--- src/rtl/bisect_pkg.sv ---
`timescale 1ns / 1ps
// ----------------------------------------------------------------------------
// bisect_pkg
// Shared types and codes for the bisection root search block.
// ----------------------------------------------------------------------------
package bisect_pkg;

  // search phase
  typedef enum logic [2:0] {
    PH_IDLE,
    PH_WAIT_LOWER,
    PH_WAIT_UPPER,
    PH_RUN,
    PH_DONE,
    PH_FAIL
  } phase_t;

  // result status codes
  typedef enum logic [1:0] {
    ST_OK,
    ST_LOWER_POS,
    ST_UPPER_NEG,
    ST_NOT_READY
  } status_t;

  // configuration register indexes
  typedef enum logic [1:0] {
    CFG_LOWER_END,
    CFG_UPPER_END,
    CFG_X_TOL,
    CFG_F_TOL
  } cfg_index_t;

  // item kinds carried on the input tuser
  localparam logic MODE_START = 1'b0;
  localparam logic MODE_VALUE = 1'b1;

  // flags that travel with each result
  typedef struct packed {
    logic    done_res;
    status_t status;
  } step_flags_t;

endpackage

--- src/rtl/bisect_cfg.sv ---
`timescale 1ns / 1ps
// ----------------------------------------------------------------------------
// bisect_cfg
// Configuration registers: bracket ends and stop tolerances.
// ----------------------------------------------------------------------------
module bisect_cfg #(
  parameter int WORD_BITS     = 48,
  parameter int FRACTION_BITS = 20
) (
  input  logic                 clk,
  input  logic                 rst,
  input  logic                 wr_en,
  input  logic [1:0]           wr_index,
  input  logic [WORD_BITS-1:0] wr_data,
  output logic [WORD_BITS-1:0] lower_end,
  output logic [WORD_BITS-1:0] upper_end,
  output logic [WORD_BITS-2:0] x_tolerance,
  output logic [WORD_BITS-2:0] f_tolerance
);

  // +-1e6 in the fixed point format, saturated to the word
  localparam logic [63:0] WPOS    = (64'd1 << (WORD_BITS - 1)) - 64'd1;
  localparam logic [63:0] BIG_RAW = 64'd1000000 << FRACTION_BITS;
  localparam logic [63:0] BIG     = (BIG_RAW > WPOS) ? WPOS : BIG_RAW;
  localparam logic [63:0] NEG_BIG = 64'd0 - BIG;
  // 1e-6 rounded to nearest, at least one lsb
  localparam logic [63:0] TOL_RAW = ((64'd1 << FRACTION_BITS) + 64'd500000) / 64'd1000000;
  localparam logic [63:0] TOL     = (TOL_RAW == 64'd0) ? 64'd1 : TOL_RAW;

  always_ff @(posedge clk) begin
    if (rst) begin
      lower_end   <= NEG_BIG[WORD_BITS-1:0];
      upper_end   <= BIG[WORD_BITS-1:0];
      x_tolerance <= TOL[WORD_BITS-2:0];
      f_tolerance <= TOL[WORD_BITS-2:0];
    end else if (wr_en) begin
      case (bisect_pkg::cfg_index_t'(wr_index))
        bisect_pkg::CFG_LOWER_END: lower_end   <= wr_data;
        bisect_pkg::CFG_UPPER_END: upper_end   <= wr_data;
        bisect_pkg::CFG_X_TOL:     x_tolerance <= wr_data[WORD_BITS-2:0];
        bisect_pkg::CFG_F_TOL:     f_tolerance <= wr_data[WORD_BITS-2:0];
        default: ;
      endcase
    end
  end

endmodule

--- src/rtl/bisect_core.sv ---
`timescale 1ns / 1ps
// ----------------------------------------------------------------------------
// bisect_core
// Search state and the combinational step: order, update, stop test, midpoint.
// ----------------------------------------------------------------------------
module bisect_core #(
  parameter int WORD_BITS = 48
) (
  input  logic                    clk,
  input  logic                    rst,
  input  logic                    step_en,
  input  logic                    mode,
  input  logic [WORD_BITS-1:0]    fval,
  input  logic [WORD_BITS-1:0]    lower_end,
  input  logic [WORD_BITS-1:0]    upper_end,
  input  logic [WORD_BITS-2:0]    x_tolerance,
  input  logic [WORD_BITS-2:0]    f_tolerance,
  output logic [WORD_BITS-1:0]    x_value,
  output bisect_pkg::step_flags_t flags
);

  localparam int W = WORD_BITS;

  bisect_pkg::phase_t phase, phase_next;
  logic [W-1:0] end_a, end_b, value_a, value_b, probe_point, root_point;
  logic [W-1:0] end_a_next, end_b_next, value_a_next, value_b_next;
  logic [W-1:0] probe_point_next, root_point_next;

  logic         swap, run_neg, in_run;
  logic [W-1:0] ord_a, ord_b, ord_va, ord_vb;
  logic [W-1:0] run_a, run_b, run_va, run_vb;
  logic [W-1:0] adv_a, adv_b, adv_va, adv_vb;
  logic [W:0]   dx, df, adx, adf, sum;
  logic [W-1:0] mid;
  logic         stop;

  // ordering of the first two samples so that f(a) <= f(b)
  assign swap   = $signed(fval) < $signed(value_a);
  assign ord_a  = swap ? end_b : end_a;
  assign ord_b  = swap ? end_a : end_b;
  assign ord_va = swap ? fval : value_a;
  assign ord_vb = swap ? value_a : fval;

  // running update: replace the end whose value has the sign of f
  assign run_neg = fval[W-1];
  assign run_a   = run_neg ? probe_point : end_a;
  assign run_va  = run_neg ? fval : value_a;
  assign run_b   = run_neg ? end_b : probe_point;
  assign run_vb  = run_neg ? value_b : fval;

  assign in_run = (phase == bisect_pkg::PH_RUN);
  assign adv_a  = in_run ? run_a : ord_a;
  assign adv_b  = in_run ? run_b : ord_b;
  assign adv_va = in_run ? run_va : ord_va;
  assign adv_vb = in_run ? run_vb : ord_vb;

  // exact differences and midpoint on one extra bit
  assign dx  = {adv_b[W-1], adv_b} - {adv_a[W-1], adv_a};
  assign df  = {adv_vb[W-1], adv_vb} - {adv_va[W-1], adv_va};
  assign adx = dx[W] ? -dx : dx;
  assign adf = df[W] ? -df : df;
  assign sum = {adv_a[W-1], adv_a} + {adv_b[W-1], adv_b};
  assign mid = sum[W:1];  // floor of the half sum
  assign stop = (adx < {2'b00, x_tolerance}) || (adf < {2'b00, f_tolerance});

  always_comb begin
    phase_next       = phase;
    end_a_next       = end_a;
    end_b_next       = end_b;
    value_a_next     = value_a;
    value_b_next     = value_b;
    probe_point_next = probe_point;
    root_point_next  = root_point;
    x_value          = '0;
    flags.done_res   = 1'b0;
    flags.status     = bisect_pkg::ST_NOT_READY;

    if (mode == bisect_pkg::MODE_START) begin
      end_a_next       = lower_end;
      end_b_next       = upper_end;
      probe_point_next = lower_end;
      phase_next       = bisect_pkg::PH_WAIT_LOWER;
      x_value          = lower_end;
      flags.status     = bisect_pkg::ST_OK;
    end else begin
      case (phase)
        bisect_pkg::PH_WAIT_LOWER: begin
          value_a_next     = fval;
          probe_point_next = end_b;
          phase_next       = bisect_pkg::PH_WAIT_UPPER;
          x_value          = end_b;
          flags.status     = bisect_pkg::ST_OK;
        end
        bisect_pkg::PH_WAIT_UPPER, bisect_pkg::PH_RUN: begin
          if (in_run && fval == '0) begin
            // exact zero: the probe is the root
            end_a_next      = probe_point;
            end_b_next      = probe_point;
            value_a_next    = '0;
            value_b_next    = '0;
            root_point_next = probe_point;
            phase_next      = bisect_pkg::PH_DONE;
            x_value         = probe_point;
            flags.done_res  = 1'b1;
            flags.status    = bisect_pkg::ST_OK;
          end else begin
            end_a_next   = adv_a;
            end_b_next   = adv_b;
            value_a_next = adv_va;
            value_b_next = adv_vb;
            if (!in_run && !adv_va[W-1] && adv_va != '0) begin
              phase_next   = bisect_pkg::PH_FAIL;
              x_value      = adv_a;
              flags.status = bisect_pkg::ST_LOWER_POS;
            end else if (!in_run && adv_vb[W-1]) begin
              phase_next   = bisect_pkg::PH_FAIL;
              x_value      = adv_b;
              flags.status = bisect_pkg::ST_UPPER_NEG;
            end else if (stop) begin
              root_point_next = mid;
              phase_next      = bisect_pkg::PH_DONE;
              x_value         = mid;
              flags.done_res  = 1'b1;
              flags.status    = bisect_pkg::ST_OK;
            end else begin
              probe_point_next = mid;
              phase_next       = bisect_pkg::PH_RUN;
              x_value          = mid;
              flags.status     = bisect_pkg::ST_OK;
            end
          end
        end
        bisect_pkg::PH_DONE: begin
          x_value        = root_point;
          flags.done_res = 1'b1;
          flags.status   = bisect_pkg::ST_OK;
        end
        default: ;
      endcase
    end
  end

  always_ff @(posedge clk) begin
    if (rst) begin
      phase <= bisect_pkg::PH_IDLE;
    end else if (step_en) begin
      phase <= phase_next;
    end
  end

  always_ff @(posedge clk) begin
    if (rst) begin
      end_a       <= '0;
      end_b       <= '0;
      value_a     <= '0;
      value_b     <= '0;
      probe_point <= '0;
      root_point  <= '0;
    end else if (step_en) begin
      end_a       <= end_a_next;
      end_b       <= end_b_next;
      value_a     <= value_a_next;
      value_b     <= value_b_next;
      probe_point <= probe_point_next;
      root_point  <= root_point_next;
    end
  end

endmodule

--- src/rtl/bisection_root_search_top.sv ---
`timescale 1ns / 1ps
// ----------------------------------------------------------------------------
// bisection_root_search_top
// Bisection root search over sampled function values, signed fixed point.
// ----------------------------------------------------------------------------
// Send a start beat (tuser 0) to load the bracket from the configuration
// registers; the block answers with the lower end as the first probe. Answer
// every probe with a value beat (tuser 1) carrying f at that probe in tdata.
// Each input beat yields exactly one output beat: the next probe, or the root
// with done flagged, or an error status when the first two samples do not
// bracket a zero (the block then stays failed until the next start). The step
// is one registered pass: an input register, combinational compare, subtract
// and halve logic against the search state, and an output register; one beat
// per cycle is sustained while the sink keeps m_axis_tready high. The input
// register doubles as a skid stage, so a new beat is taken while a result
// waits on the master side. Write configuration only while no beat is in
// flight.
// ----------------------------------------------------------------------------
module bisection_root_search_top #(
  parameter int WORD_BITS     = 48,
  parameter int FRACTION_BITS = 20
) (
  input  logic                                  clk,
  input  logic                                  rst,
  // input stream
  input  logic                                  s_axis_tvalid,
  output logic                                  s_axis_tready,
  input  logic [((WORD_BITS+7)/8)*8-1:0]        s_axis_tdata,  // function_value
  input  logic                                  s_axis_tuser,  // mode
  // result stream
  output logic                                  m_axis_tvalid,
  input  logic                                  m_axis_tready,
  output logic [((WORD_BITS+7)/8)*8-1:0]        m_axis_tdata,  // x_value
  output logic [2:0]                            m_axis_tuser,  // status, done_res
  // configuration writes
  input  logic                                  cfg_valid,
  output logic                                  cfg_ready,
  input  logic [1:0]                            cfg_index,
  input  logic [WORD_BITS-1:0]                  cfg_data
);

  localparam int TDATA_BITS = ((WORD_BITS + 7) / 8) * 8;

  logic [WORD_BITS-1:0] lower_end, upper_end;
  logic [WORD_BITS-2:0] x_tolerance, f_tolerance;

  // input register / skid stage
  logic                 in_valid;
  logic                 in_mode;
  logic [WORD_BITS-1:0] in_fval;

  // output register
  logic                    out_valid;
  logic [WORD_BITS-1:0]    out_x;
  bisect_pkg::step_flags_t out_flags;

  logic                    step_en;
  logic [WORD_BITS-1:0]    step_x;
  bisect_pkg::step_flags_t step_flags;

  // registers accept a write every cycle
  assign cfg_ready = 1'b1;

  bisect_cfg #(
    .WORD_BITS     (WORD_BITS),
    .FRACTION_BITS (FRACTION_BITS)
  ) u_cfg (
    .clk         (clk),
    .rst         (rst),
    .wr_en       (cfg_valid),
    .wr_index    (cfg_index),
    .wr_data     (cfg_data),
    .lower_end   (lower_end),
    .upper_end   (upper_end),
    .x_tolerance (x_tolerance),
    .f_tolerance (f_tolerance)
  );

  // advance a held beat whenever the output register is free or draining
  assign step_en       = in_valid && (!out_valid || m_axis_tready);
  assign s_axis_tready = !in_valid || step_en;

  always_ff @(posedge clk) begin
    if (rst) begin
      in_valid <= 1'b0;
    end else if (s_axis_tvalid && s_axis_tready) begin
      in_valid <= 1'b1;
    end else if (step_en) begin
      in_valid <= 1'b0;
    end
  end

  always_ff @(posedge clk) begin
    if (s_axis_tvalid && s_axis_tready) begin
      in_mode <= s_axis_tuser;
      in_fval <= s_axis_tdata[WORD_BITS-1:0];
    end
  end

  bisect_core #(
    .WORD_BITS (WORD_BITS)
  ) u_core (
    .clk         (clk),
    .rst         (rst),
    .step_en     (step_en),
    .mode        (in_mode),
    .fval        (in_fval),
    .lower_end   (lower_end),
    .upper_end   (upper_end),
    .x_tolerance (x_tolerance),
    .f_tolerance (f_tolerance),
    .x_value     (step_x),
    .flags       (step_flags)
  );

  // hold the result until the sink takes it
  always_ff @(posedge clk) begin
    if (rst) begin
      out_valid <= 1'b0;
    end else if (step_en) begin
      out_valid <= 1'b1;
    end else if (m_axis_tready) begin
      out_valid <= 1'b0;
    end
  end

  always_ff @(posedge clk) begin
    if (step_en) begin
      out_x     <= step_x;
      out_flags <= step_flags;
    end
  end

  assign m_axis_tvalid = out_valid;
  assign m_axis_tdata  = TDATA_BITS'(out_x);
  assign m_axis_tuser  = {out_flags.status, out_flags.done_res};

endmodule
--- config.mk ---
export PLATFORM = sky130hd
export DESIGN_NAME = bisection_root_search_top
export DESIGN_NICKNAME = d
export VERILOG_FILES = /design/src/rtl/bisect_pkg.sv /design/src/rtl/bisect_cfg.sv /design/src/rtl/bisect_core.sv /design/src/rtl/bisection_root_search_top.sv
export SDC_FILE = /design/constraint.sdc
export NUM_CORES = 2
export LEC_CHECK = 0
export BUFFER_PORTS_ARGS = -buffer_cell sky130_fd_sc_hd__buf_4
export CAP_MARGIN = 20
export CORE_ASPECT_RATIO = 2
export CORE_MARGIN = 1.5
export CORE_UTILIZATION = 40
export CTS_BUF_LIST = sky130_fd_sc_hd__clkbuf_4 sky130_fd_sc_hd__clkbuf_8 sky130_fd_sc_hd__clkbuf_16
export DETAILED_ROUTE_END_ITERATION = 7
export GPL_ROUTABILITY_DRIVEN = 0
export HOLD_SLACK_MARGIN = 0.02
export PLACE_DENSITY = 0.67
export SYNTH_ARGS = -nofsm -noshare
export SYNTH_HDL_FRONTEND = slang
export SYNTH_SLANG_ARGS = --single-unit
export TNS_END_PERCENT = 10
--- constraint.sdc ---
create_clock -name clk -period 25.6 [get_ports clk]
set_input_delay 1.28 -clock clk [delete_from_list [all_inputs] [get_ports clk]]
set_output_delay 1.28 -clock clk [all_outputs]
set_load 0.01 [all_outputs]
==> key figures <==
Outcome
  – Outcome: finished, violations left
  – Violated checks: DRC

STA
  – Rel. slew slack: 17.0%
  – Hold_ws: 456 ps
  – Tmin final: 13760 ps
  – RSZ-0062 raised after global routing: false
  – Sum Neg Setup Slack: 0 ps
  – Final worst-path cycle share: approximately 54%
  – Fin Clk Skew: 42.4 ps
  – Count of pins over their slew limit: 0
  – Max Freq: 72.7 MHz
  – Slew @ Worst Pin: between 1000 and 1500 ps
  – Number of hold violations in the final report: 0
  – Setup Viol. Count Final: 0

Die
  – Rows: 170
  – Die ar.: 111000 µm²
  – Horiz. Die Dim: 236 µm
  – I/O pin total: 158
  – Die Y: 469 µm
  – Core box area: approximately 110000 µm²
  – Initial core utilization: 40.4%

Logic synthesis
  – Cells after synthesis: 5906
  – FFs w/ async S/R, synth: 0%
  – Synth cell types: 107
  – Yosys reg bits: 583
  – Syn_area_per_cell: 7.35 µm²
  – Synth area leader: dfxtp_1
  – Cell Area, Synth: between 40000 and 50000 µm²
  – Synth top area cells: dfxtp_1 (22%), ha_1 (8.2%), nand2_1 (7.7%), a21oi_1 (7.7%), edfxtp_1 (6.9%)
  – Mapped Nets: 6295
  – Post-synth EDFFs: 100
  – Share of the synthesized area in the top cell type: 22.3%
  – YS warnings: 0
  – Sequential share of the synthesized area: 29.2%
  – Synth Flop Type: dfxtp_1

Clocking
  – Root buf cell: clkbuf_16
  – CTS max path bufs: 3
  – CTS buffer count: between 50 and 60
  – CTS tree: built
  – Clk slew on worst S/H paths: 80 ps
  – Skew-Pair Late Insertion Delay: 720 ps
  – Post-CTS Setup Bufs: 0
  – CTS Sinks: 583
  – H-tree depth: 2
  – Post-CTS Hold Buffers: 0
  – # resized after CTS: 0

Run
  – Max_cap viols: 0

Critical path
  – Critical Path Start Type: flop
  – CP max FO: 88
  – Critical path class: flop to flop
  – Worst path slowest cell: o21ai_2
  – Crit-path most repeated cell: a21oi_1
  – CP Capture Type: flop
  – Worst EP arrival: 14380 ps
  – CP Data Required Time: 26220 ps
  – Critical path's largest stage delay: about 790 ps

Final layout
  – Fraction of layout cells with a size suffix above 1: 8.36%
  – Commonest non-fill, non-tap cell in the layout: nand2_1
  – Area delta synth->final: 9.53%
  – Most frequent cells in the layout: nand2_1 (883), a21oi_1 (661), nor2_1 (616)
  – Fin nets: 6151

Place
  – IO buf count: 156
  – Hpwl dp: 128000 µm

Routing
  – Wire per inst: between 20 and 30 µm
  – Drt drc: 20
  – Vias per inst: 6.64
  – Antenna-violating nets left: 0
  – Overall routed net length: 190000 µm
  – Vias: 47759
  – DRT Pass-1 Iters: 8
  – Initial drt markers: between 5000 and 6000

GRT
  – Vias in the first global route: 46211
  – Initial antenna violation count: 16
  – Pin count of the biggest net entering global routing: 196
  – Gr usage total: 33.3%
  – First-pass GRT wire length: 281000 µm
  – Grt total ovfl: 0

Pwr
  – Power per cell area: 79.6 nW/µm²
  – Leak: between 0.015 and 0.02 µW
  – Tot Pwr: 3780 µW
  – Worst IR drop on VDD: 77.9 µV

Worst hold path
  – Hold crit path type: flop to flop
## final timing paths
check                                      startpoint               endpoint  slack [ps]  depth (start not counted)
worst max-delay path                      in_fval[47]  u_core.probe_point[4]       11840                         41
worst min-delay path            u_cfg.x_tolerance[15]  u_cfg.x_tolerance[15]         460                          2
worst max register to register            in_fval[47]  u_core.probe_point[4]       11840                         41
worst min register to register  u_cfg.x_tolerance[15]  u_cfg.x_tolerance[15]         460                          2
## power by group
| group | internal, µW | switching (µW) |
|---|---|---|
| sequential | 965 | 35.0 |
| clock | 533 | 422 |
| combinational | 608 | 1220 |
## cell type report
class,instances,area (µm²)
multi-input cells,4596,28200
clock inverters,23,245
inverters,288,1090
well taps,1376,1720
flip-flops and latches,583,12700
diodes,7,17.5
clock buffers,85,1810
repair buffers,235,1830
fillers,10822,59900
## through the flow
step | instances | instance area, µm² | setup slack (ps) | utilization, %
after detailed placement | 7072 | 45400 | 12350 | 42.3
after CTS | 7180 | 47500 | 12320 | 44.2
after floorplan | 5906 | 43400 | 15480 | -
final | 7193 | 47500 | 11840 | 44.3
after global placement | 7070 | 45400 | 12660 | 42.3
after global routing | 7189 | 47500 | 11550 | 44.3
## worst max-delay path: cells and delay by family (launching register included)
family                   cells  cell delay (ps)
AO/OA/AOI/OAI               25             7160
buffers and inverters        5             2640
AND/OR/NAND/NOR              7             1670
adder cells (fa/ha/maj)      3             1200
flip-flops                   1              570
XOR/XNOR                     1              230
## synthesized netlist by cell type, drive strengths merged, types with 19 or more instances
cell type	count
clkbuf	364
nand2b	35
o221ai	38
or2	19
o31ai	79
mux2i	61
nor2	622
nor2b	35
ha	284
a21o	73
a31oi	73
and3	27
nand2	888
o21bai	44
o21ai	315
edfxtp	100
nor3	67
a311oi	19
nand3	152
a21oi	674
nor4	43
buf	75
inv	281
a22oi	74
xnor2	157
a211oi	77
dfxtp	483
o21a	27
xor2	45
and2	28
o22ai	120
o211ai	91
nand4	123
a222oi	69
## sequential cells by signal (all words and copies together), names as in the netlist
| name | count |
|---|---|
| u_core.value_b | 48 |
| in_valid | 1 |
| u_cfg.f_tolerance | 47 |
| m_axis_tdata | 48 |
| in_fval | 48 |
| u_core.root_point | 48 |
| u_core.end_a | 48 |
| in_mode | 1 |
| m_axis_tuser | 3 |
| u_core.end_b | 48 |
| m_axis_tvalid | 1 |
| u_core.probe_point | 48 |
| u_cfg.x_tolerance | 47 |
| u_cfg.lower_end | 48 |
| u_core.value_a | 48 |
| u_core.phase | 3 |
| u_cfg.upper_end | 48 |
## routing by layer
metal | GRT usage, % | routed length (µm) | up-vias
met5 | 0.260 | 141 | -
met4 | 30.3 | 20200 | 18
met3 | 8.01 | 20800 | 1273
met2 | 55.6 | 87100 | 3388
met1 | 34.8 | 62300 | 22055
li1 | - | - | 21025
## cells by family (layout without fill, tap and decap cells)
logic type      after synthesis  in the layout  share of synthesized area (%)
simple gates               2120           2120                           21.7
fa+ha+maj                   286            286                           8.25
xor+xnor                    202            202                           4.08
compound gates             1921           1921                           28.7
other cells                   1              8                        0.00864
mux                          66             66                           1.54
flops                       583            583                           29.2
buf+inv                     727            631                           6.50
No activity file was read; power rests on OpenSTA's default activity.
